===== config.mk =====
export PLATFORM = sky130hd
export DESIGN_NAME = iml_ctrl
export DESIGN_NICKNAME = d
export VERILOG_FILES = /design/src/sv/iml_pkg.sv /design/src/sv/iml_ctrl.sv
export SDC_FILE = /design/constraint.sdc
export NUM_CORES = 1
export LEC_CHECK = 0
export ABC_AREA = 1
export BUFFER_PORTS_ARGS = -buffer_cell sky130_fd_sc_hd__buf_2
export CAP_MARGIN = 20
export CORE_MARGIN = 4
export CORE_UTILIZATION = 25
export CTS_CLUSTER_SIZE = 10
export DETAILED_ROUTE_END_ITERATION = 8
export HOLD_SLACK_MARGIN = 0.06
export PLACE_DENSITY = 0.54
export SLEW_MARGIN = 20
export SYNTH_ARGS = -nofsm -noshare
export SYNTH_HDL_FRONTEND = slang
export SYNTH_SLANG_ARGS = --single-unit

===== constraint.sdc =====
create_clock -name clock -period 3 [get_ports clock]
set_input_delay 0.6 -clock clock [delete_from_list [all_inputs] [get_ports clock]]
set_output_delay 0.6 -clock clock [all_outputs]
set_load 0.005 [all_outputs]

===== src/sv/iml_pkg.sv =====
// Package of the Metropolis lattice block: field widths, request kinds and
// the command and status types between controller and datapath. No dependencies.
`default_nettype none

package iml_pkg;

   localparam int DEFAULT_LATTICE_SIDE = 64;

   localparam int KIND_W      = 2;
   localparam int ROW_W       = 6;
   localparam int RND_W       = 32;
   localparam int THRESH_W    = 33;
   localparam int ENERGY_W    = 15;
   localparam int MOMENT_W    = 14;
   localparam int ACC_CNT_W   = 48;
   localparam int SWEEP_CNT_W = 32;
   localparam int SUM_E_W     = 46;
   localparam int SUM_E2_W    = 58;
   localparam int SUM_M_W     = 45;
   localparam int SUM_M2_W    = 56;
   localparam int SUM_AM_W    = 44;
   localparam int E2_W        = 2 * ENERGY_W - 1;
   localparam int M2_W        = 2 * MOMENT_W - 1;

   localparam int CSR_ADDR_W = 4;
   localparam int CSR_DATA_W = 64;

   typedef logic [KIND_W-1:0] iml_kind_type;
   localparam iml_kind_type KIND_LOAD  = 2'd0;
   localparam iml_kind_type KIND_START = 2'd1;
   localparam iml_kind_type KIND_FLIP  = 2'd2;
   localparam iml_kind_type KIND_SWEEP = 2'd3;

   typedef logic iml_reg_idx_type;
   localparam iml_reg_idx_type REG_TH4 = 1'b0;
   localparam iml_reg_idx_type REG_TH8 = 1'b1;

   typedef logic [2:0] iml_addr_sel_type;
   localparam iml_addr_sel_type ADR_SITE  = 3'd0;
   localparam iml_addr_sel_type ADR_RIGHT = 3'd1;
   localparam iml_addr_sel_type ADR_DOWN  = 3'd2;
   localparam iml_addr_sel_type ADR_LEFT  = 3'd3;
   localparam iml_addr_sel_type ADR_UP    = 3'd4;

   typedef logic [2:0] iml_tag_type;
   localparam iml_tag_type TAG_NONE = 3'd0;
   localparam iml_tag_type TAG_SITE = 3'd1;
   localparam iml_tag_type TAG_PAIR = 3'd2;
   localparam iml_tag_type TAG_BOND = 3'd3;
   localparam iml_tag_type TAG_NBR  = 3'd4;

   typedef logic [1:0] iml_wr_sel_type;
   localparam iml_wr_sel_type WR_ONE  = 2'd0;
   localparam iml_wr_sel_type WR_LOAD = 2'd1;
   localparam iml_wr_sel_type WR_FLIP = 2'd2;

   typedef struct packed {
      iml_addr_sel_type addr_sel;
      iml_tag_type      tag;
      logic             wr_en;
      iml_wr_sel_type   wr_sel;
      logic             cursor_step;
      logic             latch;
      logic             walk_init;
      logic             flip_commit;
      logic             walk_commit;
      logic             sweep_square;
      logic             sweep_commit;
      logic             respond;
   } iml_cmd_type;

   typedef struct packed {
      logic cursor_last;
   } iml_status_type;

endpackage

`default_nettype wire


===== src/sv/iml_ctrl.sv =====
// Controller of the Metropolis lattice block: sequences the clearing pass, the
// lattice walk, flip attempts and sweep accumulation. Depends on iml_pkg.
`default_nettype none

module iml_ctrl import iml_pkg::*; (
   input  logic           clock,
   input  logic           reset,
   input  logic           start,
   input  iml_kind_type   req_kind,
   input  iml_status_type status,
   output iml_cmd_type    cmd,
   output logic           busy
);

   localparam logic [4:0] ST_CLEAR  = 5'd0;
   localparam logic [4:0] ST_IDLE   = 5'd1;
   localparam logic [4:0] ST_LOAD   = 5'd2;
   localparam logic [4:0] ST_W_S    = 5'd3;
   localparam logic [4:0] ST_W_R    = 5'd4;
   localparam logic [4:0] ST_W_D    = 5'd5;
   localparam logic [4:0] ST_W_END  = 5'd6;
   localparam logic [4:0] ST_W_FIN  = 5'd7;
   localparam logic [4:0] ST_F_S    = 5'd8;
   localparam logic [4:0] ST_F_R    = 5'd9;
   localparam logic [4:0] ST_F_D    = 5'd10;
   localparam logic [4:0] ST_F_L    = 5'd11;
   localparam logic [4:0] ST_F_U    = 5'd12;
   localparam logic [4:0] ST_F_WAIT = 5'd13;
   localparam logic [4:0] ST_F_DEC  = 5'd14;
   localparam logic [4:0] ST_E_SQ   = 5'd15;
   localparam logic [4:0] ST_E_ACC  = 5'd16;

   logic [4:0] state_ff;
   logic [4:0] state_in;

   always_ff @(posedge clock) begin
      if (reset) begin
         state_ff <= ST_CLEAR;
      end else begin
         state_ff <= state_in;
      end
   end

   assign busy = (state_ff != ST_IDLE);

   always_comb begin
      cmd      = '0;
      state_in = state_ff;
      unique case (state_ff)
         ST_CLEAR: begin
            cmd.wr_en       = 1'b1;
            cmd.wr_sel      = WR_ONE;
            cmd.cursor_step = 1'b1;
            if (status.cursor_last) begin
               state_in = ST_IDLE;
            end
         end
         ST_IDLE: begin
            if (start) begin
               unique case (req_kind)
                  KIND_LOAD: begin
                     cmd.latch = 1'b1;
                     state_in  = ST_LOAD;
                  end
                  KIND_START: begin
                     cmd.walk_init = 1'b1;
                     state_in      = ST_W_S;
                  end
                  KIND_FLIP: begin
                     cmd.latch = 1'b1;
                     state_in  = ST_F_S;
                  end
                  KIND_SWEEP: begin
                     cmd.latch = 1'b1;
                     state_in  = ST_E_SQ;
                  end
               endcase
            end
         end
         ST_LOAD: begin
            cmd.wr_en   = 1'b1;
            cmd.wr_sel  = WR_LOAD;
            cmd.respond = 1'b1;
            state_in    = ST_IDLE;
         end
         ST_W_S: begin
            cmd.tag  = TAG_SITE;
            state_in = ST_W_R;
         end
         ST_W_R: begin
            cmd.addr_sel = ADR_RIGHT;
            cmd.tag      = TAG_PAIR;
            state_in     = ST_W_D;
         end
         ST_W_D: begin
            cmd.addr_sel    = ADR_DOWN;
            cmd.tag         = TAG_BOND;
            cmd.cursor_step = 1'b1;
            state_in        = status.cursor_last ? ST_W_END : ST_W_S;
         end
         ST_W_END: begin
            state_in = ST_W_FIN;
         end
         ST_W_FIN: begin
            cmd.walk_commit = 1'b1;
            cmd.respond     = 1'b1;
            state_in        = ST_IDLE;
         end
         ST_F_S: begin
            cmd.tag  = TAG_SITE;
            state_in = ST_F_R;
         end
         ST_F_R: begin
            cmd.addr_sel = ADR_RIGHT;
            cmd.tag      = TAG_NBR;
            state_in     = ST_F_D;
         end
         ST_F_D: begin
            cmd.addr_sel = ADR_DOWN;
            cmd.tag      = TAG_NBR;
            state_in     = ST_F_L;
         end
         ST_F_L: begin
            cmd.addr_sel = ADR_LEFT;
            cmd.tag      = TAG_NBR;
            state_in     = ST_F_U;
         end
         ST_F_U: begin
            cmd.addr_sel = ADR_UP;
            cmd.tag      = TAG_NBR;
            state_in     = ST_F_WAIT;
         end
         ST_F_WAIT: begin
            state_in = ST_F_DEC;
         end
         ST_F_DEC: begin
            cmd.wr_en       = 1'b1;
            cmd.wr_sel      = WR_FLIP;
            cmd.flip_commit = 1'b1;
            cmd.respond     = 1'b1;
            state_in        = ST_IDLE;
         end
         ST_E_SQ: begin
            cmd.sweep_square = 1'b1;
            state_in         = ST_E_ACC;
         end
         ST_E_ACC: begin
            cmd.sweep_commit = 1'b1;
            cmd.respond      = 1'b1;
            state_in         = ST_IDLE;
         end
         default: begin
            state_in = ST_IDLE;
         end
      endcase
   end

endmodule

`default_nettype wire


## Word-level counts from Yosys, hierarchy flattened

Cells that the tools add are included.

- Output and inout bits: 18
- Flip-flop bits (word level): 5
- Bits of input ports: 6
- Logic and storage cells: 51

- Reduce and logical (&&, ||, !) cells: 10
- Eq/ne operators: 22
- Mux-type cells: 18

Operators by type and width:

| cell | count |
|---|---|
| $pmux 5 s13 | 1 |
| $eq 5x4->1 const B | 8 |
| $pmux 3 s4 | 2 |
| $eq 5x3->1 const B | 4 |
| $pmux 5 s4 | 1 |
| $eq 5x2->1 const B | 2 |
| $mux 5 | 2 |
| $pmux 3 s3 | 1 |
| $mux 1 | 8 |
| $reduce_or 2->1 | 4 |
| $reduce_or 4->1 | 2 |
| $eq 5x1->1 const B | 1 |
| $eq 5x5->1 const B | 1 |
| $logic_not 5->1 | 1 |
| $ne 5x1->1 const B | 1 |
| $eq 2x2->1 const B | 2 |
| $mux 2 | 2 |
| $ne 2x2->1 const B | 2 |
| $mux 3 | 1 |
| $reduce_or 3->1 | 1 |
| $eq 2x1->1 const B | 1 |
| $logic_not 2->1 | 1 |
| $reduce_and 2->1 | 1 |

## Depth between registers and ports, before layout

Gate-level depths: netlist of run 1.

- Word-level depth: 5
- Depth in mapped cells: 10
- Gate-level depth less buffers: 10

## Worst setup path before layout of run 1

No wires, ideal clock.

- Kind: reg-to-output
- Start point: register state_ff[1]
- End point: output cmd[0] (netlist name)
- Arrival time: 1.018 ns
- Data required time: 2.400 ns
- Path buffers: 0
- Cell stages (with the launch flop): 7
- Slack: 1.382 ns
- Cells stage by stage: dfxtp_1 inv_1 nor2_1 nand2_1 nor2_1 nor2_1 o221ai_1

RTL lines:

| element | RTL line | source |
|---|---|---|
| start, declared | iml_ctrl.sv:33 | `logic [4:0] state_ff;` |
| start signal, assigned | iml_ctrl.sv:40 | `state_ff <= state_in;` |
| end, declared | iml_ctrl.sv:11 | `output iml_cmd_type cmd,` |

==> impl_results.md, run 1 <==
* Sequential element share of the synthesized area at 17.1%
* Worst skew pair latency at 0.24 ns
* Site row count at 17
* Pleak at 0.486 nW
* Synth Area in XOR/XNOR at 0%
* Routed wire length at 1700 um
* Core box area at 2230 um^2
* Power per cell area at 511 nW/um^2
* Period utilization at 70.5%
* Worst hold path class: in -> reg
* CTS max path bufs at 2
* Initial antenna violation count at 0
* Count of input and output buffers at 23
* Post-Synth Simple-Gate Area at 58.4%
* Largest net degree at the start of global routing at 12
* Vias at 752
* CTS buffer count at 3
* CP Max Fanout at 5
* Complex-gate fraction of the synthesized area at 9.17%
* Critical path capture point type: output pin
* Adder-Cell Fraction of Synth Area at 0%
* I/O pin count at 24
* Clk sinks at 5
* Setup violations, final at 0
* Skew final at 0.00360 ns
* Crit-path slowest cell: dfxtp_1
* Non-Filler Instances at 168
* Status: finished, final reports clean
* Vias in the first global route at 687
* Ys Warns at 0
* H-tree levels at 1
* Syn_area_per_cell at 5.10 um^2
* Commonest non-fill, non-tap cell in the layout: nand2_1
* Largest register FFs at 5
* Finished Cell Area at 744 um^2
* Data required time of the worst path at 2.40 ns
* Final ANT Viol Nets at 0
* Post-Syn Nets at 121
* Overall Power at 0.380 mW
* Fmax at 473 MHz
* CTS tree: built
* Resize count post-CTS at 0
* Hold Slack at 0.573 ns
* Post-layout util at 33.3%
* Crit path max-delay family: simple AND/OR/NAND/NOR gates
* Starting Density at 26.3%
* CP dominant cell by count: nor2_1
* Global Route Usage Sum at 10.8%
* # hold bufs at CTS at 0
* Vias/cell at 4.48
* Mux contribution to synthesized area at 0%
* Die X at 56.5 um
* DRC at 0
* Maxcap violations at 0
* Post-Syn Instances at 115
* Ant diodes at 0
* Area after DPL at 718 um^2
* Flops & latches, synth at 5
* First-pass GRT wire length at 2880 um
* Commonest non-fill, non-tap cells in the layout: nand2_1, nor2_1, buf_2
* Distinct cells, synth at 17
* Final net count at 147
* Mapped cell area at 587 um^2
* Root cell of the clock tree: clkbuf_4
* RSZ-0062 raised after global routing: false
* Final WS setup at 0.886 ns
* WL/cell at 10.1 um
* Pre-Repair DR Iteration Count at 5
* CP arrival at 1.51 ns
* Biggest register: state_ff
* Pins Over Slew Limit at 0
* Top Registers: state_ff: 5 flops
* Setup WS pre-CTS at 1.14 ns
* Startpoint Class: flop
* Congestion Overflow GR at 0
* Clock period minus worst slack at 2.11 ns
* Largest family of logic cells by synthesized area: simple AND/OR/NAND/NOR gates
* Final hold vios at 0
* Clock-pin slew on the worst setup and hold paths at 0.04 ns
* Area Growth Syn to Fin at 26.9%
* Layout cells sized above 1 at 28.6%
* Critical Setup Path Class: reg -> out
* Total die area at 3190 um^2
* Dpl cells at 164
* CP Cell Sequence: inv_1 -> nor2_1 -> nand2_1 -> nor2_1 -> nor2_1 -> o221ai_1 -> buf_2
* Detailed Place HPWL at 1450 um
* Iter 0 DRT Violations at 15
* Worst-Margin Slew at 0.262 ns
* Slew margin rel. at 82.5%
* Post-route setup TNS at 0 ns
* Max VDD drop at 299 uV
* Global placement routability congestion at 0.930
* DIE HEIGHT at 56.5 um
* CP Buf/Inv Count at 2
* Worst path max stage delay at 0.43 ns
* Postcts setup bufs at 0
==> where the power goes <==
| part | total [mW] | internal [mW] | switching (mW) | leakage, nW |
|---|---|---|---|---|
| clock | 0.0763 | 0.0502 | 0.0261 | 0.0150 |
| combinational | 0.211 | 0.0759 | 0.135 | 0.430 |
| sequential | 0.0925 | 0.0763 | 0.0162 | 0.0408 |
==> worst reg2reg max path: stages (launching register included) <==
cell and delay [ns]:
dfxtp_1 0.46, inv_2 0.15, nand3_1 0.15, nand2_1 0.09, nor2_1 0.15, nand2_1 0.07
o21ai_1 0.14, nor2_1 0.06
==> kinds of logic (layout without fill, tap and decap cells) <==
family                 count (synthesis)  count (layout)
flip-flops                             5               5
AND/OR/NAND/NOR                       80              80
buffers and inverters                 21              46
AO/OA/AOI/OAI                          9               9
==> Yosys cell counts, drive strengths merged <==
master / count / area, um^2
a211oi: 1 / 7.51
o221ai: 1 / 8.76
buf: 2 / 18.8
nor4: 1 / 6.26
nor2: 35 / 146
nor3: 1 / 10.0
o21ai: 5 / 25.0
nand2: 34 / 135
nand3: 9 / 45.0
dfxtp: 5 / 100
inv: 19 / 71.3
o22ai: 2 / 12.5
==> worst paths after layout <==
kind | start | to | slack (ns) | cells after the start
worst min-delay path | reset | state_ff[2] | 0.57 | 2
worst min register to register | state_ff[4] | state_ff[4] | 0.73 | 3
worst max register to register | state_ff[4] | state_ff[3] | 1.62 | 7
worst max-delay path | state_ff[1] | cmd[0] | 0.89 | 7
==> area by class of cell <==
| class | instances | area [um^2] |
|---|---|---|
| Tap cell | 28 | 35.0 |
| Inverter | 19 | 71.3 |
| Multi-Input combinational cell | 89 | 397 |
| Sequential cell | 5 | 100 |
| Fill cell | 262 | 1490 |
| Timing Repair Buffer | 23 | 115 |
| Clock buffer | 4 | 26.3 |
==> routing by layer <==
| layer | routed length (um) | global-route usage [%] | up-vias | share of wire [%] |
|---|---|---|---|---|
| li1 | - | - | 405 | - |
| met1 | 839 | 15.8 | 320 | 49 |
| met2 | 745 | 16.2 | 27 | 44 |
| met3 | 113 | 2.99 | 0 | 6.7 |
| met4 | 0 | 1.02 | 0 | 0 |
| met5 | 0 | 0 | - | 0 |
No activity file was read; power rests on OpenSTA's default activity.
==> inputs of run 2 (changes only) <==
==> constraint.sdc (replaced) <==
create_clock -name clock -period 2.1 [get_ports clock]
set_input_delay 0.42 -clock clock [delete_from_list [all_inputs] [get_ports clock]]
set_output_delay 0.42 -clock clock [all_outputs]
set_load 0.005 [all_outputs]
==> run 2 against run 1 <==
  * Utilization stayed put
  * Worst setup slack got worse by 0.69 ns
  * Sequential share of layout area stayed put
  * Cell count stayed put
  * Sequential power up 42%
  * Critical path type unchanged
  * Critical endpoint unchanged
  * Largest cell class unchanged
  * Highest routed layer unchanged
==> impl_results.md, run 2 (synthesis results as in run 1) <==
* Starting Density at 26.3% (unchanged)
* Non-Filler Instances at 168 (unchanged)
* Area after DPL at 718 um^2 (unchanged)
* # hold bufs at CTS at 0 (unchanged)
* Global placement routability congestion at 0.848 (-8.8%)
* Total die area at 3190 um^2 (unchanged)
* Critical Setup Path Class: reg -> out
* WL/cell at 11.0 um (+8.5%)
* I/O pin count at 24 (unchanged)
* DIE HEIGHT at 56.5 um (unchanged)
* Status: finished, final reports clean
* H-tree levels at 1 (unchanged)
* First-pass GRT wire length at 3040 um (+5.5%)
* Ant diodes at 0 (unchanged)
* Resize count post-CTS at 0 (unchanged)
* Hold Slack at 0.408 ns (-0.166 ns)
* Congestion Overflow GR at 0 (unchanged)
* Critical path capture point type: output pin
* Setup violations, final at 0 (unchanged)
* Period utilization at 90.5%
* Finished Cell Area at 744 um^2 (unchanged)
* Top Registers: state_ff: 5 flops
* Final ANT Viol Nets at 0 (unchanged)
* Iter 0 DRT Violations at 19 (+4)
* Initial antenna violation count at 0 (unchanged)
* Skew final at 0.00214 ns (-0.00147 ns)
* CTS buffer count at 3 (unchanged)
* Worst hold path class: in -> reg
* Maxcap violations at 0 (unchanged)
* DRC at 0 (unchanged)
* RSZ-0062 raised after global routing: false
* CP arrival at 1.48 ns (-0.03 ns)
* Startpoint Class: flop
* Largest net degree at the start of global routing at 12 (unchanged)
* Clk sinks at 5 (unchanged)
* Post-route setup TNS at 0 ns (unchanged)
* Global Route Usage Sum at 11.8% (+1.0 points)
* Fmax at 526 MHz
* Pleak at 0.486 nW (unchanged)
* Vias in the first global route at 730 (+6.3%)
* Largest register FFs at 5 (unchanged)
* Root cell of the clock tree: clkbuf_4
* Vias/cell at 4.54 (+1.3%)
* Biggest register: state_ff
* Postcts setup bufs at 0 (unchanged)
* CTS tree: built
* Slew margin rel. at 79.9% (-2.6 points)
* Count of input and output buffers at 23 (unchanged)
* CTS max path bufs at 2 (unchanged)
* Layout cells sized above 1 at 28.6% (unchanged)
* Worst-Margin Slew at 0.301 ns (+0.0386 ns)
* Max VDD drop at 266 uV (-11%)
* Clock-pin slew on the worst setup and hold paths at 0.04 ns (about the same)
* Power per cell area at 732 nW/um^2 (+43%)
* Worst skew pair latency at 0.24 ns (about the same)
* Final net count at 147 (unchanged)
* Core box area at 2230 um^2 (unchanged)
* Detailed Place HPWL at 1550 um (+6.8%)
* Pre-Repair DR Iteration Count at 4 (-1)
* Commonest non-fill, non-tap cells in the layout: nand2_1, nor2_1, buf_2
* Die X at 56.5 um (unchanged)
* Routed wire length at 1840 um (+8.5%)
* Area Growth Syn to Fin at 26.9% (unchanged)
* Pins Over Slew Limit at 0 (unchanged)
* Reg2reg setup slack at 0.66 ns (-0.96 ns)
* CP Max Fanout at 5 (unchanged)
* Final hold vios at 0 (unchanged)
* Dpl cells at 164 (unchanged)
* Vias at 762 (+1.3%)
* Clock period minus worst slack at 1.90 ns
* Commonest non-fill, non-tap cell in the layout: nand2_1
* Site row count at 17 (unchanged)
* Data required time of the worst path at 1.68 ns (-0.72 ns)
## run 2: final timing paths
path	from	endpoint	cells past startpoint
max	state_ff[1]	cmd[0]	7
min	reset	state_ff[2]	2
max reg2reg	state_ff[4]	state_ff[3]	7
min reg2reg	state_ff[2]	state_ff[4]	4
## run 2: power breakdown
group	switching (mW)	internal, mW	total [mW]
clock	0.0370	0.0717	0.109
sequential	0.0223	0.109	0.131
combinational	0.197	0.108	0.305
## run 2: final cells by class
class                   count  area, um^2
multi-input cells          89         397
clock buffers               4        26.3
well taps                  28        35.0
inverters                  19        71.3
flip-flops and latches      5         100
fillers                   283        1490
repair buffers             23         115
## run 2: critical path: stages, from the launching register on
cell and delay [ns]:
dfxtp_1 0.41, inv_1 0.10, nor2_1 0.17, nand2_1 0.09
nor2_1 0.17, nor2_1 0.09, o221ai_1 0.07, buf_2 0.14
## run 2: metrics by stage
step                setup WS (ns)  power, mW  utilization (%)
detailed placement          0.465      0.439             32.2
global placement            0.496      0.435             32.2
global route               0.0454      0.600             33.3
floorplan                   0.662      0.337                -
CTS                         0.208      0.550             33.3
finish                      0.200      0.545             33.3
## run 2: per-layer routing
layer,up-vias,GRT usage (%),wire length (um)
li1,403,-,-
met1,329,15.5,879
met2,30,18.0,824
met3,0,2.76,136
met4,0,5.42,0
met5,-,0,0
==> inputs of run 3 (changes only) <==
--- a/config.mk
+++ b/config.mk
@@ -8,12 +8,14 @@
 export ABC_AREA = 1
 export BUFFER_PORTS_ARGS = -buffer_cell sky130_fd_sc_hd__buf_2
 export CAP_MARGIN = 20
+export CELL_PAD_IN_SITES_DETAIL_PLACEMENT = 0
+export CELL_PAD_IN_SITES_GLOBAL_PLACEMENT = 1
 export CORE_MARGIN = 4
 export CORE_UTILIZATION = 25
 export CTS_CLUSTER_SIZE = 10
 export DETAILED_ROUTE_END_ITERATION = 8
 export HOLD_SLACK_MARGIN = 0.06
-export PLACE_DENSITY = 0.54
+export PLACE_DENSITY = 0.75
 export SLEW_MARGIN = 20
 export SYNTH_ARGS = -nofsm -noshare
 export SYNTH_HDL_FRONTEND = slang
==> run 3 against run 2 <==
  * Register-to-register slack about the same
  * Largest cell class unchanged
  * Clock-buffer cell count did not move
  * Total power increased by 0.75%
  * Die area unchanged
  * Sequential cell count did not move
  * Sequential share of layout area hardly changed
  * Worst hold slack better by 0.0029 ns
  * Critical endpoint unchanged
==> impl_results.md, run 3 (synthesis results as in run 1) <==
* Global placement routability congestion at 1.01 (+19%)
* # fillers at 260 (-8.1%)
* Count of input and output buffers at 23 (unchanged)
* Worst skew pair latency at 0.25 ns (about the same)
* CP Buf/Inv Count at 2 (unchanged)
* Final hold vios at 0 (unchanged)
* I/O pin count at 24 (unchanged)
* Pre-Repair DR Iteration Count at 4 (unchanged)
* Congestion Overflow GR at 0 (unchanged)
* Global Route Usage Sum at 12.4% (+0.65 points)
* RSZ-0062 raised after global routing: false
* Top Registers: state_ff: 5 flops
* Fmax at 519 MHz (-1.4%)
* Final net count at 147 (unchanged)
* Vias/cell at 4.63 (+2.1%)
* Routed wire length at 1800 um (-2.4%)
* Overall Power at 0.549 mW (+0.75%)
* Worst path max stage delay at 0.50 ns (+0.09 ns)
* Critical path capture point type: output pin
* Sequential power share at 24.1% (about the same)
* CTS max path bufs at 2 (unchanged)
* Max VDD drop at 333 uV (+25%)
* Clock period minus worst slack at 1.93 ns (+0.0260 ns)
* Ant diodes at 0 (unchanged)
* Area Growth Syn to Fin at 27.3%
* Period utilization at 91.7% (+1.2 points)
* Starting Density at 26.3% (unchanged)
* Pins Over Slew Limit at 0 (unchanged)
* Largest net degree at the start of global routing at 12 (unchanged)
* First-pass GRT wire length at 3130 um (+3.0%)
* CP Cell Sequence: inv_2 -> nand2_1 -> nor2_1 -> nor2_1 -> o221ai_1 -> buf_2
* Status: finished, final reports clean
* Clock share of power at 20.6% (+0.7 points)
* Largest register FFs at 5 (unchanged)
* CP dominant cell by count: nor2_1
* Clock-pin slew on the worst setup and hold paths at 0.04 ns (about the same)
* Non-Filler Instances at 168 (unchanged)
* Crit-path slowest cell: dfxtp_1
* Skew final at 0.00324 ns (+0.00110 ns)
* Data required time of the worst path at 1.68 ns (about the same)
* H-tree levels at 1 (unchanged)
* Crit path max-delay family: flip-flops
* Commonest non-fill, non-tap cell in the layout: nand2_1
* Setup WS pre-CTS at 0.407 ns (-0.0580 ns)
* Internal at 0.290 mW (+0.23%)
* # hold bufs at CTS at 0 (unchanged)
* Final WS setup at 0.174 ns (-0.0260 ns)
* Vias at 778 (+2.1%)
* CTS tree: built
* Worst-Margin Slew at 0.318 ns (+0.0175 ns)
* Initial antenna violation count at 0 (unchanged)
* WL/cell at 10.7 um (-2.4%)
* Comb power frac at 55.3% (-0.7 points)
* Root cell of the clock tree: clkbuf_4
* Iter 0 DRT Violations at 21 (+2)
* Worst hold path class: in -> reg
* Biggest register: state_ff
* Total die area at 3190 um^2 (unchanged)
* Site row count at 17 (unchanged)
* Pleak at 0.486 nW (about the same)
* Clk sinks at 5 (unchanged)
* Slew margin rel. at 78.8% (-1.2 points)
* Critical Setup Path Class: reg -> out
* Setup violations, final at 0 (unchanged)
* DIE HEIGHT at 56.5 um (unchanged)
* Power per cell area at 735 nW/um^2 (+0.41%)
* Vias in the first global route at 738 (+1.1%)
* Dpl cells at 164 (unchanged)
* CP Max Fanout at 11 (+6)
* Layout cells sized above 1 at 29.3% (+0.71 points)
* CTS buffer count at 3 (unchanged)
* Maxcap violations at 0 (unchanged)
* Detailed Place HPWL at 1530 um (-1.3%)
* Net Sw Frac at 47.3% (+0.27 points)
* Core box area at 2230 um^2 (unchanged)
* Die X at 56.5 um (unchanged)
* Finished Cell Area at 747 um^2 (+0.34%)
* Final ANT Viol Nets at 0 (unchanged)
* CP arrival at 1.51 ns (+0.03 ns)
* Area after DPL at 718 um^2 (unchanged)
* Startpoint Class: flop
* Post-route setup TNS at 0 ns (unchanged)
* DRC at 0 (unchanged)
* Net Sw Power at 0.260 mW (+1.3%)
* Commonest non-fill, non-tap cells in the layout: nand2_1, nor2_1, buf_2
## run 3: cell counts in the layout (fill, tap and decap cells not counted)
Identical to the previous run, type by type.
## run 3: what timing repair did
| action | 4_1_cts | 5_1_grt |
|---|---|---|
| buffers inserted | 0 | 0 |
| resized for setup | 0 | 1 |
| endpoints found under the setup margin | 0 | 1 |
## run 3: area by class of cell
class / count / area, um^2 / area share, %
well taps: 28 / 35.0 / 4.69
repair buffers: 23 / 115 / 15.4
multi-input cells: 89 / 399 / 53.4
clock buffers: 4 / 26.3 / 3.52
inverters: 19 / 71.3 / 9.55
flip-flops and latches: 5 / 100 / 13.4
## run 3: final timing paths
path               startpoint           to  slack, ns  depth (start not counted)
setup / recovery  state_ff[4]       cmd[0]       0.17                          6
hold / removal          reset  state_ff[1]       0.41                          2
setup reg to reg  state_ff[4]  state_ff[3]       0.66                          7
hold reg to reg   state_ff[2]  state_ff[4]       0.75                          4
## run 3: routing by layer
metal  track usage (%)  share of wire [%]  routed length [um]  vias up
met4              7.80                2.4                  44        0
met5                 0                  0                   0        -
met2              19.3                 46                 834       26
li1                  -                  -                   -      406
met3              2.30                5.5                  99        5
met1              15.6                 46                 818      341
## run 3: through the flow
stage                     hold WS, ns  utilization (%)
after global placement          0.663             32.2
final                           0.411             33.4
after CTS                       0.405             33.3
after global routing            0.401             33.4
after floorplan                 0.492                -
after detailed placement        0.665             32.2
## run 3: power by group through the flow
stage          Clock [mW]  Combinational, mW  Sequential, mW
2_1_floorplan           0              0.208           0.129
3_3_place_gp            0              0.312           0.132
3_5_place_dp            0              0.303           0.132
4_1_cts             0.117              0.304           0.130
5_1_grt             0.129              0.353           0.135
6_report            0.113              0.304           0.132
