`src/sv/iml_pkg.sv`:
```
// Package of the Metropolis lattice block: field widths, request kinds and
// the command and status types between controller and datapath. No dependencies.
`default_nettype none

package iml_pkg;

   localparam int DEFAULT_LATTICE_SIDE = 64;

   localparam int KIND_W      = 2;
   localparam int ROW_W       = 6;
   localparam int RND_W       = 32;
   localparam int THRESH_W    = 33;
   localparam int ENERGY_W    = 15;
   localparam int MOMENT_W    = 14;
   localparam int ACC_CNT_W   = 48;
   localparam int SWEEP_CNT_W = 32;
   localparam int SUM_E_W     = 46;
   localparam int SUM_E2_W    = 58;
   localparam int SUM_M_W     = 45;
   localparam int SUM_M2_W    = 56;
   localparam int SUM_AM_W    = 44;
   localparam int E2_W        = 2 * ENERGY_W - 1;
   localparam int M2_W        = 2 * MOMENT_W - 1;

   localparam int CSR_ADDR_W = 4;
   localparam int CSR_DATA_W = 64;

   typedef logic [KIND_W-1:0] iml_kind_type;
   localparam iml_kind_type KIND_LOAD  = 2'd0;
   localparam iml_kind_type KIND_START = 2'd1;
   localparam iml_kind_type KIND_FLIP  = 2'd2;
   localparam iml_kind_type KIND_SWEEP = 2'd3;

   typedef logic iml_reg_idx_type;
   localparam iml_reg_idx_type REG_TH4 = 1'b0;
   localparam iml_reg_idx_type REG_TH8 = 1'b1;

   typedef logic [2:0] iml_addr_sel_type;
   localparam iml_addr_sel_type ADR_SITE  = 3'd0;
   localparam iml_addr_sel_type ADR_RIGHT = 3'd1;
   localparam iml_addr_sel_type ADR_DOWN  = 3'd2;
   localparam iml_addr_sel_type ADR_LEFT  = 3'd3;
   localparam iml_addr_sel_type ADR_UP    = 3'd4;

   typedef logic [2:0] iml_tag_type;
   localparam iml_tag_type TAG_NONE = 3'd0;
   localparam iml_tag_type TAG_SITE = 3'd1;
   localparam iml_tag_type TAG_PAIR = 3'd2;
   localparam iml_tag_type TAG_BOND = 3'd3;
   localparam iml_tag_type TAG_NBR  = 3'd4;

   typedef logic [1:0] iml_wr_sel_type;
   localparam iml_wr_sel_type WR_ONE  = 2'd0;
   localparam iml_wr_sel_type WR_LOAD = 2'd1;
   localparam iml_wr_sel_type WR_FLIP = 2'd2;

   typedef struct packed {
      iml_addr_sel_type addr_sel;
      iml_tag_type      tag;
      logic             wr_en;
      iml_wr_sel_type   wr_sel;
      logic             cursor_step;
      logic             latch;
      logic             walk_init;
      logic             flip_commit;
      logic             walk_commit;
      logic             sweep_square;
      logic             sweep_commit;
      logic             respond;
   } iml_cmd_type;

   typedef struct packed {
      logic cursor_last;
   } iml_status_type;

endpackage

`default_nettype wire

```
`src/sv/iml_csr.sv`:
```
// Threshold registers of the Metropolis lattice block behind an APB-style port.
// Depends on iml_pkg.
`default_nettype none

module iml_csr import iml_pkg::*; (
   input  logic                  clock,
   input  logic                  reset,
   input  logic                  psel,
   input  logic                  penable,
   input  logic                  pwrite,
   input  logic [CSR_ADDR_W-1:0] paddr,
   input  logic [CSR_DATA_W-1:0] pwdata,
   output logic [CSR_DATA_W-1:0] prdata,
   output logic                  pready,
   output logic [THRESH_W-1:0]   threshold_4,
   output logic [THRESH_W-1:0]   threshold_8
);

   logic [THRESH_W-1:0] th4_ff;
   logic [THRESH_W-1:0] th8_ff;
   logic                wr_stb;
   iml_reg_idx_type     reg_idx;

   assign pready  = 1'b1;
   assign wr_stb  = psel & penable & pwrite;
   assign reg_idx = paddr[CSR_ADDR_W-1];

   always_ff @(posedge clock) begin
      if (reset) begin
         th4_ff <= '0;
         th8_ff <= '0;
      end else if (wr_stb) begin
         unique case (reg_idx)
            REG_TH4: th4_ff <= pwdata[THRESH_W-1:0];
            REG_TH8: th8_ff <= pwdata[THRESH_W-1:0];
         endcase
      end
   end

   always_comb begin
      unique case (reg_idx)
         REG_TH4: prdata = {{(CSR_DATA_W-THRESH_W){1'b0}}, th4_ff};
         REG_TH8: prdata = {{(CSR_DATA_W-THRESH_W){1'b0}}, th8_ff};
      endcase
   end

   assign threshold_4 = th4_ff;
   assign threshold_8 = th8_ff;

endmodule

`default_nettype wire

```
`config.mk`:
```
export PLATFORM = sky130hd
export DESIGN_NAME = iml_csr
export DESIGN_NICKNAME = d
export VERILOG_FILES = /design/src/sv/iml_pkg.sv /design/src/sv/iml_csr.sv
export SDC_FILE = /design/constraint.sdc
export NUM_CORES = 1
export LEC_CHECK = 0
export ABC_CLOCK_PERIOD_IN_PS = 1200
export BUFFER_PORTS_ARGS = -buffer_cell sky130_fd_sc_hd__buf_2
export CAP_MARGIN = 5
export CORE_MARGIN = 3
export CORE_UTILIZATION = 39
export CTS_CLUSTER_DIAMETER = 150
export CTS_CLUSTER_SIZE = 12
export DETAILED_ROUTE_END_ITERATION = 10
export GPL_TIMING_DRIVEN = 0
export PLACE_DENSITY_LB_ADDON = 0.05
export SETUP_SLACK_MARGIN = 0.1
export SKIP_LAST_GASP = 1
export SLEW_MARGIN = 25
export SYNTH_ARGS = -nofsm -noshare
export SYNTH_HDL_FRONTEND = slang
export SYNTH_SLANG_ARGS = --single-unit
export TNS_END_PERCENT = 20
```
`constraint.sdc`:
```
create_clock -name clock -period 1.2 [get_ports clock]
set_input_delay 0.24 -clock clock [delete_from_list [all_inputs] [get_ports clock]]
set_output_delay 0.24 -clock clock [all_outputs]
set_load 0.02 [all_outputs]
```
### After elaboration in Yosys (flattened, before gate mapping)

Index checks and enable logic that the tools add are counted.

* logic and storage cells: 8
* register bits: 66

* reduce and logical (&&, ||, !) cells: 2
* muxes and demuxes: 1
* bitwise gates (word level): 3

Operators by type and width (count)
* one-hot mux 64 bit (2 select lines): 1
* AND reduction 2 bit: 2
* bitwise AND 1 bit: 2
* NOT 1 bit: 1

### Logic depth before layout (Yosys ltp)

Gate-level depths: netlist of run 1.

* depth after elaboration: 3
* gate-level depth with buffers: 5
* mapped depth without buffers: 2

### Worst setup path before layout of run 1

No wires, ideal clock.

* path kind: in2out
* start point: input port paddr[3]
* end point: output port prdata[10]
* cell stages on the path: 3
* data arrival time: 947 ps
* setup slack: 13 ps
* path buffers: 2
* cells stage by stage: buf_6 > buf_2 > mux2_2

* word-level cells in the longest chain between the ends: 2

Ends and longest elaborated chain
* start: declaration: line iml_csr.sv:11 `input logic [CSR_ADDR_W-1:0] paddr,`
* NOT 1 bit (no line)
* one-hot mux 64 bit (2 select lines) *: line iml_csr.sv:41 `unique case (reg_idx)`
* end: declaration: line iml_csr.sv:13 `output logic [CSR_DATA_W-1:0] prdata,`

Every way passes the cells marked *; elsewhere a longest branch is shown, timed or not. The select of a mux whose other input is x is not followed.

### Worst setup path in the final report of run 1

* start point: register th8_ff[26], in the netlist threshold_8[26]
* end point: output port prdata[26]

* word-level cells in the longest chain between the ends: 1

Ends and longest elaborated chain
* start: declaration: line iml_csr.sv:20 `logic [THRESH_W-1:0] th8_ff;`
* start signal: assignment: line iml_csr.sv:35 `REG_TH8: th8_ff <= pwdata[THRESH_W-1:0];`
* one-hot mux 64 bit (2 select lines): line iml_csr.sv:41

No other way between the ends. The select of a mux whose other input is x is not followed.

==> load_flow_metrics.sql, run 1 <==
INSERT INTO impl_metrics (metric_group, metric, value, unit) VALUES
('worst_setup_path', 'path_class', 'reg2out', ''),
('layout', 'syn_to_final_growth', '53.7', '%'),
('routing', 'drt-pass1-iter-count', '4', ''),
('sta', 'final-max-slew-violation-count', '0', ''),
('floorplanning', 'num_rows', '33', ''),
('routing', 'final_antenna_net_count', '0', ''),
('logic_synthesis', 'synthDistinctLibCells', '14', ''),
('pwr', 'ir_drop', '493', 'uV'),
('sta', 'max_freq', '761', 'MHz'),
('grt', 'overflow', '0', ''),
('hold_path', 'hold-path-cell-count', '3', ''),
('floorplanning', 'die_area', '0.00988', 'mm^2'),
('routing', 'vias_per_cell', '4.43', ''),
('layout', 'final_cell_area', '0.00523', 'mm^2'),
('floorplanning', 'die_width', '99.4', 'um'),
('routing', 'detail_route.drc_violations', '0', ''),
('outcome', 'violations', 'negative setup slack', ''),
('placement', 'dpl.hpwl', '6170', 'um'),
('floorplanning', 'core_area', '0.00834', 'mm^2'),
('floorplanning', 'die-height', '99.4', 'um'),
('logic_synthesis', 'cells_after_synth', '324', ''),
('sta', 'rsz0062_at_grt', 'true', ''),
('pwr', 'leakagePower', '2.77', 'nW'),
('worst_setup_path', 'rr_worst_depth', '3', ''),
('sta', 'finalSetupViolations', '33', ''),
('worst_setup_path', 'worstPathMaxFanout', '3', ''),
('routing', 'avgRoutedWirePerCell', '14.1', 'um'),
('clock_tree', 'root_buffer', 'sky130_fd_sc_hd__clkbuf_8', ''),
('logic_synthesis', 'mappedNetlistArea', '0.00340', 'mm^2'),
('clock_tree', 'worstSkewPairLatency', '0.33', 'ns'),
('grt', 'grt_pass1_vias', '2907', ''),
('worst_setup_path', 'cp-end-kind', 'primary output', ''),
('layout', 'layout-drive-gt1-share', '61.3', '%'),
('logic_synthesis', 'synth.ff_latch_count', '66', ''),
('grt', 'grt_use_total', '18.5', '%'),
('worst_setup_path', 'worstSetupStartpointType', 'flip-flop', ''),
('logic_synthesis', 'portion_of_the_post_synthesis_area_used_by_sequential_elements', '38.8', '%'),
('clock_tree', 'cts_inserted_buffers', '9', ''),
('layout', 'nets', '621', ''),
('sta', 'clock_skew', '0', 'ns'),
('sta', 'period_minus_slack', '1.31', 'ns'),
('routing', 'vias', '2913', ''),
('placement', 'placed_area', '0.00433', 'mm^2'),
('floorplanning', 'ios', '204', ''),
('outcome', 'outcome', 'complete, but fails checks', ''),
('logic_synthesis', 'post-synth-top-area-cell', 'sky130_fd_sc_hd__dfxtp_1', ''),
('logic_synthesis', 'yosysWarningCount', '0', ''),
('logic_synthesis', 'synth_area_per_cell', '10.5', 'um^2'),
('logic_synthesis', 'post_synth_main_area_contributors', 'sky130_fd_sc_hd__dfxtp_1, sky130_fd_sc_hd__mux2i_1, sky130_fd_sc_hd__nand2b_1, sky130_fd_sc_hd__mux2_2, sky130_fd_sc_hd__buf_4', ''),
('flow_run', 'drv.max_cap_violation_count', '0', ''),
('hold_path', 'worst_hold_path_type', 'in2reg', ''),
('pwr', 'powerDensity', '915', 'mW/mm^2'),
('clock_tree', 'ctsHtreeMaxLevel', '3', ''),
('grt', 'grt_first_pass_wirelength', '14500', 'um'),
('grt', 'grt_antenna_before_repair', '0', ''),
('worst_setup_path', 'worstPathRequired', '0.96', 'ns'),
('worst_setup_path', 'worstPathArrival', '1.07', 'ns'),
('clock_tree', 'cts_buffer_depth', '2', ''),
('routing', 'detail_route.iter0.violations', '57', ''),
('clock_tree', 'clk_pin_slew', '0.08', 'ns'),
('placement', 'portBuffers', '135', ''),
('routing', 'routed_wl', '9250', 'um'),
('placement', 'detailedPlace.worstSlack', '-0.307', 'ns'),
('logic_synthesis', 'synth_largest_type_area_fraction', '38.8', '%'),
('layout', 'number_of_antenna_repair_diodes', '0', ''),
('sta', 'final_min_period_over_clock_period', '110', '%'),
('floorplanning', 'initial_utilization', '40.8', '%'),
('clock_tree', 'cts_tree', 'done', ''),
('clock_tree', 'tritoncts_num_sinks', '66', ''),
('grt', 'grt_start_max_net_pins', '12', ''),
('sta', 'hold_viol', '0', ''),
('placement', 'gp_congestion', '0.752', ''),
('sta', 'post-route-worst-setup-slack', '-0.115', 'ns');
[timing repair]
item,CTS,global route
setup buffers,41,7
endpoints found under the hold margin,0,0
hold buffers,0,0
gates resized for setup,138,13
endpoints found under the setup margin,109,109
[path summary, 6_finish.rpt]
check / end / slack, ns / start
worst max-delay path: prdata[26] / -0.11 / threshold_8[26]
worst min-delay path: threshold_4[30] / 0.17 / pwdata[30]
worst max register to register: threshold_8[1] / 0.47 / threshold_8[1]
worst min register to register: threshold_4[0] / 0.48 / threshold_4[0]
[logic make-up after synthesis]
| kind of cell | count (synthesis) | synth area share, % |
|---|---|---|
| flops | 66 | 38.8 |
| other cells | 2 | 0.221 |
| mux | 99 | 30.3 |
| buf+inv | 54 | 11.4 |
| simple gates | 103 | 19.2 |
[metal layers]
layer	share of wire, %	global-route usage (%)
met1	43	23.6
met2	49	31.1
met3	6.5	4.56
met4	1.2	5.57
met5	0	0
[sequential cells by signal, indices dropped and copies added (netlist names)]
register / flops
threshold_4: 33
threshold_8: 33
[synthesized netlist by cell type (all sizes together)]
cell    number
nand2b      99
mux2i       66
and4b        1
dfxtp       66
nand4b       1
clkbuf      10
conb         2
buf         44
mux2        33
nand4        1
and4         1
[cell usage in the layout, fill, tap and decap left out, drive strengths merged, types with 2 or more instances in the layout]
cell	instances
buf	227
clkbuf	21
clkinv	3
clkinvlp	2
conb	32
dfxtp	66
mux2	33
mux2i	66
nand2b	99
[layout make-up]
type	instances	area, um^2
clock buffer	11	141
multi-input combinational	234	1880
clock inverter	5	30.0
fill	751	3110
buffer	54	407
timing repair buffer	183	1240
tap	105	131
sequential	66	1400
[stage by stage]
stage / setup TNS (ns) / util (%) / total power [W] / cells / hold WS [ns]
floorplan: 0 / - / 0.00285 / 354 / 0.416
CTS: -3.67 / 61.6 / 0.00481 / 651 / 0.158
finish: -3.33 / 62.7 / 0.00478 / 658 / 0.168
detailed placement: -7.34 / 51.9 / 0.00306 / 594 / 0.474
global placement: -6.84 / 51.9 / 0.00305 / 594 / 0.471
global route: -5.35 / 62.7 / 0.00500 / 658 / 0.164
[where the power goes]
| part | internal (W) | switching [W] | total (W) | leakage [nW] |
|---|---|---|---|---|
| clock network | 0.000795 | 0.000860 | 0.00166 | 0.0851 |
| registers | 0.00225 | 0.0000312 | 0.00228 | 0.565 |
| logic | 0.000414 | 0.000435 | 0.000849 | 2.12 |
| total | 0.00346 | 0.00133 | 0.00478 | 2.77 |
[worst max-delay path, stage by stage, from the launching register on]
cell and delay, ns:
sky130_fd_sc_hd__dfxtp_2 0.34, sky130_fd_sc_hd__mux2_4 0.26, sky130_fd_sc_hd__buf_6 0.13
(Power assumes the default switching activity.)
==> run 2, diff against run 1 <==
ABC_AREA = 1   (was default)
==> load_flow_metrics.sql, run 2 <==
INSERT INTO impl_metrics (metric_group, metric, value, unit) VALUES
('pwr', 'leakagePower', '2.90', 'nW'),
('clock_tree', 'clk_pin_slew', '0.07', 'ns'),
('worst_setup_path', 'reg2reg_slack', '0.59', 'ns'),
('worst_setup_path', 'crit_path_top_delay_cell', 'sky130_fd_sc_hd__clkbuf_16', ''),
('hold_path', 'worst_hold_path_type', 'in2reg', ''),
('logic_synthesis', 'synth_enable_flop_cells', '0', ''),
('placement', 'post-place-cells', '810', ''),
('floorplanning', 'core_area', '0.00826', 'mm^2'),
('sta', 'rsz0062_at_grt', 'true', ''),
('logic_synthesis', 'synth_largest_type_area_fraction', '39.6', '%'),
('logic_synthesis', 'mappedNetlistArea', '0.00334', 'mm^2'),
('grt', 'grt_pass1_vias', '3376', ''),
('logic_synthesis', 'cells_after_synth', '538', ''),
('floorplanning', 'num_rows', '33', ''),
('worst_setup_path', 'worstPathMaxFanout', '8', ''),
('logic_synthesis', 'synth_area_per_cell', '6.21', 'um^2'),
('routing', 'vias', '3814', ''),
('routing', 'routed_wl', '10600', 'um'),
('sta', 'max_freq', '840', 'MHz'),
('grt', 'overflow', '0', ''),
('worst_setup_path', 'path_class', 'in2out', ''),
('placement', 'gp_congestion', '0.770', ''),
('grt', 'grt_antenna_before_repair', '0', ''),
('sta', 'period_minus_slack', '1.19', 'ns'),
('floorplanning', 'die_area', '0.00971', 'mm^2'),
('logic_synthesis', 'synthDistinctLibCells', '12', ''),
('floorplanning', 'initial_utilization', '40.5', '%'),
('layout', 'final_cell_area', '0.00524', 'mm^2'),
('logic_synthesis', 'dominant_synthesized_flop_cell', 'sky130_fd_sc_hd__dfxtp_1', ''),
('flow_run', 'drv.max_cap_violation_count', '0', ''),
('clock_tree', 'cts_buffer_depth', '2', ''),
('logic_synthesis', 'synthArstFlopShare', '0', '%'),
('clock_tree', 'cts_tree', 'done', ''),
('layout', 'layout-drive-gt1-share', '46.9', '%'),
('routing', 'final_antenna_net_count', '0', ''),
('grt', 'grt_start_max_net_pins', '11', ''),
('worst_setup_path', 'worstPathArrival', '0.95', 'ns'),
('routing', 'drt-pass1-iter-count', '4', ''),
('layout', 'fin_util', '63.4', '%'),
('layout', 'multi_input_area', '0.00178', 'mm^2'),
('logic_synthesis', 'post_synth_main_area_contributors', 'sky130_fd_sc_hd__dfxtp_1, sky130_fd_sc_hd__nand2_1, sky130_fd_sc_hd__nor2_1, sky130_fd_sc_hd__nand3_1, sky130_fd_sc_hd__buf_4', ''),
('sta', 'holdWs', '0.232', 'ns'),
('placement', 'placed_area', '0.00429', 'mm^2'),
('worst_setup_path', 'worstPathRequired', '0.96', 'ns'),
('sta', 'final-max-slew-violation-count', '0', ''),
('logic_synthesis', 'synth.ff_latch_count', '66', ''),
('sta', 'finalSetupViolations', '0', ''),
('layout', 'most_common_library_cell_in_the_layout_ignoring_fill_and_taps', 'sky130_fd_sc_hd__nor2_1', ''),
('floorplanning', 'die_width', '98.6', 'um'),
('logic_synthesis', 'post-synth-top-area-cell', 'sky130_fd_sc_hd__dfxtp_1', ''),
('clock_tree', 'ctsHtreeMaxLevel', '3', ''),
('pwr', 'powerDensity', '1030', 'mW/mm^2'),
('layout', 'number_of_antenna_repair_diodes', '0', ''),
('routing', 'vias_per_cell', '4.56', ''),
('sta', 'hold_viol', '0', ''),
('logic_synthesis', 'portion_of_the_post_synthesis_area_used_by_sequential_elements', '39.6', '%'),
('routing', 'detail_route.iter0.violations', '148', ''),
('placement', 'portBuffers', '137', ''),
('worst_setup_path', 'cp-end-kind', 'primary output', ''),
('clock_tree', 'cts_inserted_buffers', '9', ''),
('placement', 'dpl.hpwl', '7340', 'um'),
('outcome', 'outcome', 'finished, final reports clean', ''),
('layout', 'instances_no_fill', '836', ''),
('sta', 'final_min_period_over_clock_period', '99.2', '%'),
('routing', 'avgRoutedWirePerCell', '12.7', 'um'),
('layout', 'regArea', '0.00142', 'mm^2'),
('layout', 'most-common-layout-cells', 'sky130_fd_sc_hd__nor2_1, sky130_fd_sc_hd__buf_2, sky130_fd_sc_hd__nand2_1, sky130_fd_sc_hd__nand3_1, sky130_fd_sc_hd__dfxtp_2', ''),
('clock_tree', 'tritoncts_num_sinks', '66', ''),
('worst_setup_path', 'maximum_single_stage_delay_on_the_critical_path', '0.17', 'ns'),
('floorplanning', 'ios', '204', ''),
('layout', 'nets', '799', ''),
('layout', 'syn_to_final_growth', '56.7', '%'),
('worst_setup_path', 'worstSetupStartpointType', 'primary input', ''),
('grt', 'grt_use_total', '20.9', '%'),
('pwr', 'ir_drop', '654', 'uV'),
('clock_tree', 'root_buffer', 'sky130_fd_sc_hd__clkbuf_8', ''),
('logic_synthesis', 'yosysWarningCount', '0', ''),
('logic_synthesis', 'leading_cell_types_by_count_after_synthesis', 'sky130_fd_sc_hd__nand2_1, sky130_fd_sc_hd__nor2_1, sky130_fd_sc_hd__nand3_1', ''),
('sta', 'clock_skew', '0', 'ns'),
('logic_synthesis', 'synth.most_common_cell', 'sky130_fd_sc_hd__nand2_1', ''),
('layout', 'layout.filler_cells', '797', ''),
('worst_setup_path', 'crit_path_cell_trace', 'buf_12, clkinv_8, buf_12, clkbuf_16, nand2_2, nand2_2, buf_6', ''),
('grt', 'grt_first_pass_wirelength', '16300', 'um'),
('clock_tree', 'worstSkewPairLatency', '0.33', 'ns'),
('routing', 'detail_route.drc_violations', '0', ''),
('floorplanning', 'die-height', '98.6', 'um'),
('clock_tree', 'hold_buffers', '0', '');
-- run 2: cell types whose count changed after synthesis, moves of 4 or more --
| cell | before | now |
|---|---|---|
| sky130_fd_sc_hd__mux2_2 | 33 | 0 |
| sky130_fd_sc_hd__nand2b_1 | 99 | 0 |
| sky130_fd_sc_hd__nor2_1 | 0 | 133 |
| sky130_fd_sc_hd__buf_1 | 0 | 5 |
| sky130_fd_sc_hd__clkbuf_1 | 10 | 6 |
| sky130_fd_sc_hd__buf_2 | 5 | 19 |
| sky130_fd_sc_hd__inv_1 | 0 | 34 |
| sky130_fd_sc_hd__mux2i_1 | 66 | 0 |
| sky130_fd_sc_hd__nand2_1 | 0 | 166 |
| sky130_fd_sc_hd__nand3_1 | 0 | 67 |
-- run 2: where the power goes --
part	internal, W	total [W]	switching, W
combinational	0.000479	0.00116	0.000680
sequential	0.00227	0.00234	0.0000678
clock	0.00107	0.00190	0.000822
total	0.00383	0.00540	0.00157
-- run 2: worst max-delay path, delay by kind of cell --
kind | cells | cell delay, ns
buffers and inverters | 5 | 0.58
AND/OR/NAND/NOR | 2 | 0.11
-- run 2: stage by stage --
step,setup slack [ns],setup TNS (ns),total power (W)
3_5_place_dp,-0.324,-17.62,0.00333
2_1_floorplan,0.0973,0,0.00304
6_report,0.00994,0,0.00540
4_1_cts,-0.0172,-0.0397,0.00533
5_1_grt,-0.0173,-0.214,0.00565
3_3_place_gp,-0.308,-15.75,0.00332
-- run 2: routing by layer --
metal | GRT usage (%) | up-vias | part of all wire, %
met2 | 35.8 | 150 | 49
met5 | 0 | - | 0
met1 | 25.7 | 1707 | 41
li1 | - | 1938 | -
met3 | 4.53 | 19 | 8.0
met4 | 8.09 | 0 | 1.9
-- run 2: worst paths after layout --
path                    from         endpoint  depth (start not counted)
min reg2reg  threshold_8[27]  threshold_8[27]                          2
max reg2reg  threshold_4[27]  threshold_4[27]                          2
max                 paddr[3]       prdata[26]                          7
min               pwdata[11]  threshold_4[11]                          5
-- run 2: repair_timing --
action | CTS | global route
hold endpoints to repair | 0 | 0
gates cloned | 1 | 2
endpoints found under the setup margin | 98 | 119
resized for setup | 127 | 114
pin swaps | 14 | 30
setup buffers | 3 | 4
-- run 2: cell type report --
cell class | instances | share of cell area (%)
Buffer | 66 | 9.94
Multi-Input combinational cell | 400 | 33.9
Clock inverter | 2 | 0.669
Sequential cell | 66 | 27.1
Tap cell | 105 | 2.51
Timing Repair Buffer | 147 | 19.9
Inverter | 36 | 2.82
Clock buffer | 14 | 3.11
-- run 2: cell families (layout without fill, tap and decap cells) --
logic type / after synthesis / after routing / share of synthesized area (%)
and+or+nand+nor: 368 / 368 / 44.0
DFF: 66 / 66 / 39.6
other: 2 / 32 / 0.225
buffers and inverters: 102 / 265 / 16.2
==> run 3, diff against run 2 <==
BUFFER_PORTS_ARGS = -buffer_cell sky130_fd_sc_hd__buf_4   (was -buffer_cell sky130_fd_sc_hd__buf_2)
CAP_MARGIN = default   (was 5)
RECOVER_POWER = 50   (was default)
==> load_flow_metrics.sql, run 3 (synthesis results as in run 2) <==
INSERT INTO impl_metrics (metric_group, metric, value, unit) VALUES
('routing', 'wl_met3', '806', 'um'),
('hold_path', 'worstHoldEndpoint', 'threshold_4[7]', ''),
('grt', 'grt_pass1_vias', '3365', ''),
('clock_tree', 'cts_tree', 'done', ''),
('worst_setup_path', 'rr_worst_depth', '3', ''),
('sta', 'relSlewSlack', '64.9', '%'),
('clock_tree', 'ctsHtreeMaxLevel', '3', ''),
('worst_setup_path', 'worstPathMaxFanout', '3', ''),
('placement', 'portBuffers', '137', ''),
('sta', 'rsz0062_at_grt', 'true', ''),
('floorplanning', 'core_area', '0.00826', 'mm^2'),
('worst_setup_path', 'crit-reg2reg-launch', 'threshold_4[12]', ''),
('pwr', 'leakagePower', '2.84', 'nW'),
('clock_tree', 'clk_pin_slew', '0.07', 'ns'),
('hold_path', 'hold-path-cell-count', '5', ''),
('outcome', 'outcome', 'finished, final reports clean', ''),
('placement', 'gp_congestion', '0.770', ''),
('floorplanning', 'ios', '204', ''),
('clock_tree', 'root_buffer', 'sky130_fd_sc_hd__clkbuf_8', ''),
('clock_tree', 'cts_buffer_depth', '2', ''),
('routing', 'met2_wirelength', '5200', 'um'),
('sta', 'final_min_period_over_clock_period', '99.3', '%'),
('clock_tree', 'tritoncts_num_sinks', '66', ''),
('placement', 'detailedPlace.worstSlack', '-0.300', 'ns'),
('sta', 'setup_total_negative_slack', '0', 'ns'),
('placement', 'post-place-cells', '810', ''),
('routing', 'vias_per_cell', '4.48', ''),
('sta', 'final-max-slew-violation-count', '0', ''),
('hold_path', 'worst_hold_path_type', 'in2reg', ''),
('pwr', 'ir_drop', '668', 'uV'),
('sta', 'holdWs', '0.232', 'ns'),
('routing', 'topRoutingLayerUsed', 'met4', ''),
('sta', 'max_freq', '839', 'MHz'),
('clock_tree', 'cts_inserted_buffers', '9', ''),
('routing', 'drt-pass1-iter-count', '4', ''),
('layout', 'most_common_library_cell_in_the_layout_ignoring_fill_and_taps', 'sky130_fd_sc_hd__buf_4', ''),
('floorplanning', 'die-height', '98.6', 'um'),
('layout', 'number_of_antenna_repair_diodes', '0', ''),
('routing', 'final_antenna_net_count', '0', ''),
('grt', 'grt_use_total', '21.1', '%'),
('worst_setup_path', 'worstPathArrival', '0.95', 'ns'),
('layout', 'most-common-layout-cells', 'sky130_fd_sc_hd__buf_4, sky130_fd_sc_hd__nor2_1, sky130_fd_sc_hd__nand2_1, sky130_fd_sc_hd__nand3_1, sky130_fd_sc_hd__dfxtp_2', ''),
('worst_setup_path', 'path_class', 'reg2out', ''),
('clock_tree', 'worstSkewPairLatency', '0.33', 'ns'),
('layout', 'layout-drive-gt1-share', '42.5', '%'),
('sta', 'finalSetupViolations', '0', ''),
('worst_setup_path', 'reg2reg_slack', '0.50', 'ns'),
('layout', 'nets', '803', ''),
('clock_tree', 'hold_buffers', '0', ''),
('worst_setup_path', 'worstPathRequired', '0.96', 'ns'),
('sta', 'clock_skew', '0', 'ns'),
('routing', 'vias', '3761', ''),
('pwr', 'powerDensity', '1010', 'mW/mm^2'),
('hold_path', 'hold_start', 'pwdata[7]', ''),
('grt', 'grt_antenna_before_repair', '0', ''),
('floorplanning', 'num_rows', '33', ''),
('floorplanning', 'die_width', '98.6', 'um'),
('flow_run', 'drv.max_cap_violation_count', '0', ''),
('placement', 'dpl.hpwl', '7390', 'um'),
('layout', 'instances_no_fill', '839', ''),
('worst_setup_path', 'worstSetupStartpointType', 'flip-flop', ''),
('sta', 'worst_pin_slew', '0.526', 'ns'),
('routing', 'detail_route.drc_violations', '0', ''),
('routing', 'routed_wl', '10600', 'um'),
('grt', 'grt_start_max_net_pins', '11', ''),
('grt', 'overflow', '0', ''),
('floorplanning', 'initial_utilization', '40.5', '%'),
('routing', 'wl_met1', '4420', 'um'),
('sta', 'post-route-worst-setup-slack', '0.00809', 'ns'),
('floorplanning', 'die_area', '0.00971', 'mm^2'),
('worst_setup_path', 'r2r_endpoint', 'threshold_4[12]', ''),
('worst_setup_path', 'cp-end-kind', 'primary output', ''),
('sta', 'period_minus_slack', '1.19', 'ns'),
('routing', 'avgRoutedWirePerCell', '12.7', 'um'),
('sta', 'hold_viol', '0', ''),
('layout', 'syn_to_final_growth', '58.2', '%'),
('grt', 'grt_first_pass_wirelength', '16700', 'um'),
('routing', 'detail_route.iter0.violations', '146', '');
==> run 3: changes by cell type in the layout (fill, tap and decap cells not counted), sizes merged <==
cell / previous run / this run
clkbuf: 22 / 25
inv: 35 / 36
bufinv: 1 / 0
==> run 3: routing by layer <==
metal	track usage (%)	vias up
met2	34.5	137
met5	0	-
met3	5.02	13
met4	7.35	0
li1	-	1935
met1	27.2	1676
==> run 3: worst max-delay path by stage <==
stage | from | endpoint | slack [ns]
2_1_floorplan | paddr[3] | prdata[13] | 0.1
3_3_place_gp | paddr[3] | prdata[8] | -0.28
3_5_place_dp | paddr[3] | prdata[8] | -0.30
4_1_cts | paddr[3] | prdata[5] | -0.03
5_1_grt | threshold_8[18] | prdata[18] | -0.04
6_report | threshold_8[18] | prdata[18] | 0.008
==> run 3: final cells by class <==
class / instances / area (um^2)
Inverter: 36 / 140
Fill cell: 779 / 2970
Multi-Input combinational cell: 400 / 1670
Timing Repair Buffer: 151 / 1270
Tap cell: 105 / 131
Clock buffer: 13 / 179
Buffer: 66 / 489
Clock inverter: 2 / 10.0
Sequential cell: 66 / 1390
==> run 3: what timing repair did <==
item,CTS,global route
endpoints found under the setup margin,65,85
setup buffers,6,8
pin swaps,9,22
gates resized for setup,77,71
gates cloned,2,0
==> run 3: critical path, stage by stage (launching register included) <==
cell and delay [ns]:
sky130_fd_sc_hd__dfxtp_1 0.36, sky130_fd_sc_hd__nand2_1 0.06, sky130_fd_sc_hd__nand2_1 0.08, sky130_fd_sc_hd__buf_6 0.12
==> run 3: where the power goes <==
group / switching, W / internal (W) / total (W)
Sequential: 0.0000656 / 0.00228 / 0.00235
Combinational: 0.000662 / 0.000523 / 0.00118
Clock: 0.000823 / 0.000959 / 0.00178
Total: 0.00155 / 0.00376 / 0.00531
==> run 3: stage by stage <==
| stage | area, um^2 | utilization [%] | total power, W |
|---|---|---|---|
| after CTS | 5140 | 62.2 | 0.00532 |
| after global routing | 5290 | 64.0 | 0.00557 |
| after floorplan | 3470 | - | 0.00304 |
| after global placement | 4630 | 56.0 | 0.00342 |
| after detailed placement | 4630 | 56.0 | 0.00343 |
| final | 5290 | 64.0 | 0.00531 |
